`src/rcfd_pkg.sv`:
```
// Package for the RC frame to PWM duty decoder.
// Holds the frame constants, configuration register codes and shared types.
// No dependencies.
`default_nettype none

package rcfd_pkg;

  localparam int unsigned FrameBytes = 32;
  localparam logic [7:0]  Hdr0       = 8'h20;
  localparam logic [7:0]  Hdr1       = 8'h40;
  localparam logic [5:0]  MotorLoPos = 6'd4;
  localparam logic [5:0]  ServoLoPos = 6'd8;
  localparam logic [16:0] InLow      = 17'd1000;

  // Pipeline depth of the mapping path, output register included.
  localparam int unsigned NumStages  = 5;

  // floor(2^36 / 125), used to divide by 125 through a multiplication.
  localparam logic [29:0] Recip125   = 30'd549755813;

  typedef enum logic [1:0] {
    CfgMotorLo = 2'd0,
    CfgMotorHi = 2'd1,
    CfgServoLo = 2'd2,
    CfgServoHi = 2'd3
  } cfg_idx_e;

  typedef struct packed {
    logic [15:0] chan;
    logic [15:0] lo;
    logic [15:0] hi;
  } chan_req_t;

endpackage

`default_nettype wire

```
`src/rcfd_map.sv`:
```
// Linear channel to duty mapping datapath, five register stages deep.
// Depends on rcfd_pkg; stage loads are driven by the pipeline control in the top level.
`default_nettype none

module rcfd_map (
  input  wire logic                            clk_i,
  input  wire logic [rcfd_pkg::NumStages-1:0]  en_i,
  input  wire rcfd_pkg::chan_req_t             req_i,
  output logic [15:0]                          duty_o
);
  import rcfd_pkg::*;

  logic [16:0] diff, span;
  logic [15:0] dmag, smag;
  logic        dneg, sneg;

  logic [15:0] dmag_q, smag_q, lo1_q;
  logic        dneg_q, sneg_q;

  logic [31:0] prod_q;
  logic        neg2_q;
  logic [15:0] lo2_q;

  logic [28:0] y;
  logic [58:0] est_full;
  logic [22:0] q3_q;
  logic [28:0] y3_q;
  logic        neg3_q;
  logic [15:0] lo3_q;

  logic [29:0] qx125, rem;
  logic [22:0] q4_d, q4_q;
  logic        neg4_q;
  logic [15:0] lo4_q;

  logic [24:0] sq, sum;
  logic [15:0] duty_d, duty_q;

  // Stage 1: magnitudes and signs of the offset and the span.
  always_comb begin
    diff = {1'b0, req_i.chan} - InLow;
    span = {1'b0, req_i.hi} - {1'b0, req_i.lo};
    dneg = diff[16];
    sneg = span[16];
    dmag = dneg ? 16'(-diff) : diff[15:0];
    smag = sneg ? 16'(-span) : span[15:0];
  end

  // Stage 3: quotient estimate of floor(y / 125), low by at most one.
  assign y        = prod_q[31:3];
  assign est_full = 59'(y) * 59'(Recip125);

  // Stage 4: correction of the estimate.
  always_comb begin
    qx125 = {q3_q, 7'b0} - {6'b0, q3_q, 1'b0} - {7'b0, q3_q};
    rem   = {1'b0, y3_q} - qx125;
    q4_d  = (rem >= 30'd125) ? q3_q + 23'd1 : q3_q;
  end

  // Stage 5: signed offset added to the low duty, then saturated.
  always_comb begin
    sq  = neg4_q ? 25'(-{2'b0, q4_q}) : {2'b0, q4_q};
    sum = {9'b0, lo4_q} + sq;
    if (sum[24]) begin
      duty_d = 16'd0;
    end else if (sum[23:16] != 8'd0) begin
      duty_d = 16'hFFFF;
    end else begin
      duty_d = sum[15:0];
    end
  end

  always_ff @(posedge clk_i) begin
    if (en_i[0]) begin
      dmag_q <= dmag;
      smag_q <= smag;
      dneg_q <= dneg;
      sneg_q <= sneg;
      lo1_q  <= req_i.lo;
    end
    if (en_i[1]) begin
      prod_q <= dmag_q * smag_q;
      neg2_q <= dneg_q ^ sneg_q;
      lo2_q  <= lo1_q;
    end
    if (en_i[2]) begin
      q3_q   <= est_full[58:36];
      y3_q   <= y;
      neg3_q <= neg2_q;
      lo3_q  <= lo2_q;
    end
    if (en_i[3]) begin
      q4_q   <= q4_d;
      neg4_q <= neg3_q;
      lo4_q  <= lo3_q;
    end
    if (en_i[4]) begin
      duty_q <= duty_d;
    end
  end

  assign duty_o = duty_q;

endmodule

`default_nettype wire

```
`src/rc_frame_to_pwm_duty_core.sv`:
```
// Top level of the RC frame decoder: header search, frame byte counting, channel capture,
// configuration registers and pipeline control. Depends on rcfd_pkg and rcfd_map.
// Takes one byte per cycle unless stalled; a frame's result passes the mapping stages.
// The mapping pipeline holds up to five frame results while the output is stalled;
// the byte input stalls only when all five stages are occupied.
// Reset clears the frame state and loads the range registers with their default values.
`default_nettype none

module rc_frame_to_pwm_duty_core (
  input  wire logic        clk_i,
  input  wire logic        rst_ni,
  input  wire logic        s_axis_tvalid,
  output logic             s_axis_tready,
  input  wire logic [7:0]  s_axis_tdata,   // [7:0] rx_byte
  output logic             m_axis_tvalid,
  input  wire logic        m_axis_tready,
  output logic [31:0]      m_axis_tdata,   // [15:0] motor_duty, [31:16] servo_duty
  input  wire logic        cfg_we_i,
  input  wire logic [1:0]  cfg_idx_i,
  input  wire logic [15:0] cfg_data_i
);
  import rcfd_pkg::*;

  logic [15:0] motor_lo_q, motor_hi_q, servo_lo_q, servo_hi_q;

  logic [5:0]  byte_count_q, byte_count_d;
  logic [7:0]  held_q, held_d;
  logic [7:0]  latch_q, latch_d;
  logic [15:0] motor_raw_q, motor_raw_d;
  logic [15:0] servo_raw_q, servo_raw_d;

  logic in_acc, frame_end;
  logic [NumStages-1:0] valid_q, valid_d, stage_rdy;
  chan_req_t motor_req, servo_req;
  logic [15:0] motor_duty, servo_duty;

  assign in_acc = s_axis_tvalid && s_axis_tready;

  always_comb begin
    byte_count_d = byte_count_q;
    held_d       = held_q;
    latch_d      = latch_q;
    motor_raw_d  = motor_raw_q;
    servo_raw_d  = servo_raw_q;
    frame_end    = 1'b0;
    if (byte_count_q == 6'd0) begin
      held_d       = s_axis_tdata;
      byte_count_d = 6'd1;
    end else if (byte_count_q == 6'd1) begin
      if (held_q == Hdr0 && s_axis_tdata == Hdr1) begin
        byte_count_d = 6'd2;
      end else begin
        held_d = s_axis_tdata;
      end
    end else begin
      if (byte_count_q == MotorLoPos || byte_count_q == ServoLoPos) begin
        latch_d = s_axis_tdata;
      end else if (byte_count_q == MotorLoPos + 6'd1) begin
        motor_raw_d = {s_axis_tdata, latch_q};
      end else if (byte_count_q == ServoLoPos + 6'd1) begin
        servo_raw_d = {s_axis_tdata, latch_q};
      end
      if ({1'b0, byte_count_q} + 7'd1 >= 7'(FrameBytes)) begin
        frame_end    = 1'b1;
        byte_count_d = 6'd0;
      end else begin
        byte_count_d = byte_count_q + 6'd1;
      end
    end
  end

  always_ff @(posedge clk_i or negedge rst_ni) begin
    if (!rst_ni) begin
      byte_count_q <= 6'd0;
      held_q       <= 8'd0;
      latch_q      <= 8'd0;
      motor_raw_q  <= 16'd0;
      servo_raw_q  <= 16'd0;
    end else if (in_acc) begin
      byte_count_q <= byte_count_d;
      held_q       <= held_d;
      latch_q      <= latch_d;
      motor_raw_q  <= motor_raw_d;
      servo_raw_q  <= servo_raw_d;
    end
  end

  always_ff @(posedge clk_i or negedge rst_ni) begin
    if (!rst_ni) begin
      motor_lo_q <= 16'h0000;
      motor_hi_q <= 16'hFFFF;
      servo_lo_q <= 16'hFFFF;
      servo_hi_q <= 16'h0000;
    end else if (cfg_we_i) begin
      unique case (cfg_idx_e'(cfg_idx_i))
        CfgMotorLo: motor_lo_q <= cfg_data_i;
        CfgMotorHi: motor_hi_q <= cfg_data_i;
        CfgServoLo: servo_lo_q <= cfg_data_i;
        CfgServoHi: servo_hi_q <= cfg_data_i;
      endcase
    end
  end

  // A stage loads when it is empty or its contents move on in the same cycle.
  always_comb begin
    stage_rdy[NumStages-1] = !valid_q[NumStages-1] || m_axis_tready;
    for (int k = NumStages - 2; k >= 0; k--) begin
      stage_rdy[k] = !valid_q[k] || stage_rdy[k+1];
    end
    valid_d[0] = stage_rdy[0] ? (in_acc && frame_end) : valid_q[0];
    for (int k = 1; k < NumStages; k++) begin
      valid_d[k] = stage_rdy[k] ? valid_q[k-1] : valid_q[k];
    end
  end

  always_ff @(posedge clk_i or negedge rst_ni) begin
    if (!rst_ni) begin
      valid_q <= '0;
    end else begin
      valid_q <= valid_d;
    end
  end

  assign motor_req = '{chan: motor_raw_d, lo: motor_lo_q, hi: motor_hi_q};
  assign servo_req = '{chan: servo_raw_d, lo: servo_lo_q, hi: servo_hi_q};

  rcfd_map u_motor_map (
    .clk_i  (clk_i),
    .en_i   (stage_rdy),
    .req_i  (motor_req),
    .duty_o (motor_duty)
  );

  rcfd_map u_servo_map (
    .clk_i  (clk_i),
    .en_i   (stage_rdy),
    .req_i  (servo_req),
    .duty_o (servo_duty)
  );

  assign s_axis_tready = stage_rdy[0];
  assign m_axis_tvalid = valid_q[NumStages-1];
  assign m_axis_tdata  = {servo_duty, motor_duty};

  a_count_in_frame: assert property (@(posedge clk_i) disable iff (!rst_ni)
    7'(byte_count_q) < 7'(FrameBytes))
    else $error("byte count beyond frame length");

  a_stall_only_when_full: assert property (@(posedge clk_i) disable iff (!rst_ni)
    !s_axis_tready |-> (&valid_q))
    else $error("input stalled with a free pipeline stage");

  a_result_from_frame_end: assert property (@(posedge clk_i) disable iff (!rst_ni)
    (stage_rdy[0] && !(in_acc && frame_end)) |=> !valid_q[0])
    else $error("mapping request without a completed frame");

  a_header_step: assert property (@(posedge clk_i) disable iff (!rst_ni)
    (in_acc && byte_count_q == 6'd1) |=> (byte_count_q == 6'd1 || byte_count_q == 6'd2))
    else $error("header search left in an unexpected way");

endmodule

`default_nettype wire
```
`config.mk`:
```
export PLATFORM = sky130hd
export DESIGN_NAME = rc_frame_to_pwm_duty_core
export DESIGN_NICKNAME = d
export VERILOG_FILES = /design/src/rcfd_pkg.sv /design/src/rcfd_map.sv /design/src/rc_frame_to_pwm_duty_core.sv
export SDC_FILE = /design/constraint.sdc
export NUM_CORES = 2
export LEC_CHECK = 0
export BUFFER_PORTS_ARGS = -buffer_cell sky130_fd_sc_hd__buf_2
export CORE_ASPECT_RATIO = 1.2
export CORE_MARGIN = 2
export CORE_UTILIZATION = 24
export DETAILED_ROUTE_END_ITERATION = 16
export SLEW_MARGIN = 0
export SYNTH_ARGS = -nofsm -noshare
export SYNTH_HDL_FRONTEND = slang
export SYNTH_SLANG_ARGS = --single-unit
```
`constraint.sdc`:
```
create_clock -name clk_i -period 8.48 [get_ports clk_i]
set_clock_uncertainty 0.15 [all_clocks]
set_input_delay 1.272 -clock clk_i [delete_from_list [all_inputs] [get_ports clk_i]]
set_output_delay 1.272 -clock clk_i [all_outputs]
set_load 0.02 [all_outputs]
```
==> impl_metrics.csv <==
group,metric,value,unit
place,dp_hpwl,148000,µm
place,place_congestion,0.928,
worst_hold_path,holdCritPathClass,"reg -> reg",
setup_path,cpMostUsedCell,"fa_1",
setup_path,crit_end,"u_servo_map.q3_q[21]",
setup_path,r2r-end,"u_servo_map.q3_q[21]",
sta,setup_viol_count_final,0,
layout,regArea,0.0164,mm²
sta,period_minus_slack,8.06,ns
synth,async_reset_ff_frac,0.218,
sta,tns,0,ns
synth,synthSimpleGateAreaFrac,0.0902,
synth,ys_seq_area_frac,0.225,
setup_path,critical_path.startpoint,"u_servo_map.prod_q[12]",
detailed_routing,final_antenna_net_count,0,
setup_path,path_delay_family,"adder cells",
layout,fill_cells,31800,
synth,netlist.area_leader.share,0.276,
synth,synth_xor_area_frac,0.0390,
floorplanning,die_y,607,µm
synth,synth_cell_type_count,88,
job,cap_viol_max_count,0,
clocking,cts-root-buf,"clkbuf_16",
layout,drive_above_1_share,0.0578,
sta,fmax,124,MHz
setup_path,max_stage_delay,0.73,ns
sta,worstMarginPinSlew,1.16,ns
global_routing,grt_pass1_vias,51000,
layout,final_nets,9148,
floorplanning,initial_utilization,0.241,
setup_path,ff2ff_path_depth,20,
clocking,tritoncts,"yes",
detailed_routing,drt-pass1-iter-count,5,
synth,synth-adder-area-share,0.466,
setup_path,r2r-start,"u_servo_map.prod_q[12]",
synth,synth_top_cells_by_count,"1,558 x inv_1, 1,109 x ha_1, 1,002 x fa_1",
floorplanning,dieArea,0.308,mm²
setup_path,path_cells,"inv_1, ha_1, fa_1, fa_1, fa_1, fa_1, inv_1, fa_1, fa_1, fa_1, ha_1, nand4_1, a311o_1, a21o_1, a31o_2, o31a_1, o21ai_0, o41a_1, a21oi_1, xnor2_1",
detailed_routing,drt_iter0_drc,2314,
synth,synth_area,0.0728,mm²
sta,fin_crit_sh,0.951,
floorplanning,io_pins,65,
detailed_routing,vias_per_cell,4.31,
floorplanning,die_w,507,µm
setup_path,startpoint_type,"flip-flop",
setup_path,worstPathArrival,8.31,ns
setup_path,crit_slowest_cell,"edfxtp_1",
setup_path,path_class,"reg -> reg",
synth,synth_nets,9094,
place,io_buffers,64,
global_routing,grt_pass1_wl,284000,µm
setup_path,cp-end-kind,"flip-flop",
global_routing,grt_max_degree,82,
global_routing,grt-ovfl-total,0,
clocking,clkTransAtPathRegs,0.06,ns
detailed_routing,post_drt_wl_per_cell,16.0,µm
synth,muxShareOfSynthArea,0.0206,
sta,rsz0062_at_grt,"false",
layout,area_growth,10.5,%
synth,synth_top_family_by_area,"adder cells",
setup_path,ff2ff_setup_slack,0.42,ns
synth,netlist_instances,6952,
clocking,h-tree-depth,3,
synth,synth_compound_area_frac,0.0713,
detailed_routing,wl,177000,µm
synth,yosys_warnings,0,
outcome,status,"completed",
synth,synth_top_area_cell,"fa_1",
layout,multi_input_area,0.0501,mm²
synth,synth-seq-cells,565,
synth,yosysMostFrequentCell,"inv_1",
global_routing,antenna_found_initial,32,
setup_path,crit_fanout,11,
synth,synth_area_leaders,"fa_1 28%, ha_1 19%, edfxtp_1 18%, inv_1 8.0%, dfrtp_1 3.1%",
floorplanning,rows,221,
setup_path,crit_buf_inv,2,
detailed_routing,vias,47700,
sta,maxSlewViolCount,0,
synth,avgSynthCellArea,10.5,µm²
clocking,clock_latency,0.66,ns
synth,synth_enable_flop_cells,442,
setup_path,required,8.73,ns
sta,whs,0.259,ns
setup_path,path_depth,20,
layout,fin_util,0.266,
global_routing,grt.total_usage,0.116,
sta,slew_headroom,0.224,
clocking,cts_sinks,565,
clocking,clockBufferDepth,3,
sta,hold_violations,0,
floorplanning,core,0.302,mm²
detailed_routing,drc,0,
clocking,cts_made_buffers,68,
worst_hold_path,hold_depth,0,
synth,synth_top_flop_cell,"edfxtp_1",
==> sequential cells by signal, summed over array words and instances (netlist names), 23 cells and up <==
name                cells
u_servo_map.q4_q       23
u_motor_map.q3_q       23
u_servo_map.prod_q     29
u_servo_map.q3_q       23
u_motor_map.prod_q     29
u_motor_map.q4_q       23
u_servo_map.y3_q       29
u_motor_map.y3_q       29
==> worst min path at each step <==
| stage | start | to |
|---|---|---|
| 5_1_grt | u_motor_map.lo1_q[15] | u_motor_map.lo2_q[15] |
| 3_3_place_gp | u_motor_map.lo3_q[7] | u_motor_map.lo4_q[7] |
| 3_5_place_dp | u_motor_map.lo2_q[5] | u_motor_map.lo3_q[5] |
| 4_1_cts | u_servo_map.lo2_q[11] | u_servo_map.lo3_q[11] |
| 2_1_floorplan | u_motor_map.lo1_q[0] | u_motor_map.lo2_q[0] |
| 6_report | u_servo_map.lo2_q[11] | u_servo_map.lo3_q[11] |
==> placed cells by master, fill, tap and decap left out, drive strengths merged, types with 29 or more instances in the layout <==
cell    synthesis  routed
a21o           98      98
a21oi         195     195
a31oi          33      33
and2          193     193
and3           29      29
buf            16     116
clkbuf        116      79
dfrtp          91      91
dfstp          32      32
edfxtp        442     442
fa           1002    1002
ha           1109    1109
inv          1558    1569
mux2           91      91
mux2i          45      45
nand2         492     492
nand2b         41      41
nand3          93      93
nand4          50      50
nor2          187     187
nor2b          38      38
nor3           84      84
o21a           64      64
o21ai         156     156
o21bai         37      37
xnor2         245     245
xor2           78      78
==> through the flow <==
stage	instance area, µm²	cells	setup slack, ns
finish	80400	11100	0.417
global route	80400	11100	0.150
CTS	80400	11100	0.193
detailed placement	78100	10900	0.236
global placement	78100	10900	0.311
floorplan	72800	6952	0.110
==> logic make-up (layout without fill, tap and decap cells) <==
group,after synthesis,after routing
multiplexers,137,137
XOR/XNOR,323,323
other,0,12
adder cells (fa/ha/maj),2111,2111
AO/OA/AOI/OAI,789,789
buffers and inverters,1692,1801
AND/OR/NAND/NOR,1335,1335
flip-flops,565,565
==> metal layers <==
metal / track usage / wire (µm) / share of wire
met1: 0.143 / 75500 / 0.43
met2: 0.202 / 87300 / 0.49
met3: 0.0129 / 6540 / 0.037
met4: 0.0520 / 7920 / 0.045
met5: 0 / 100 / 0.00056
==> final cells by class <==
cell class,count,share of cell area
diodes,12,0.000373
clock buffers,79,0.0227
clock inverters,46,0.00633
inverters,1560,0.0728
multi-input cells,4695,0.623
flip-flops and latches,565,0.204
well taps,4014,0.0624
repair buffers,116,0.00891
==> repair_timing <==
item,in CTS,in global routing
setup buffers,0,2
resized for setup,0,2
endpoints found under the setup margin,0,4
hold buffers,0,0
Power is not shown: default switching activity piles up to over one toggle a cycle in this logic, so the estimate is an artifact.
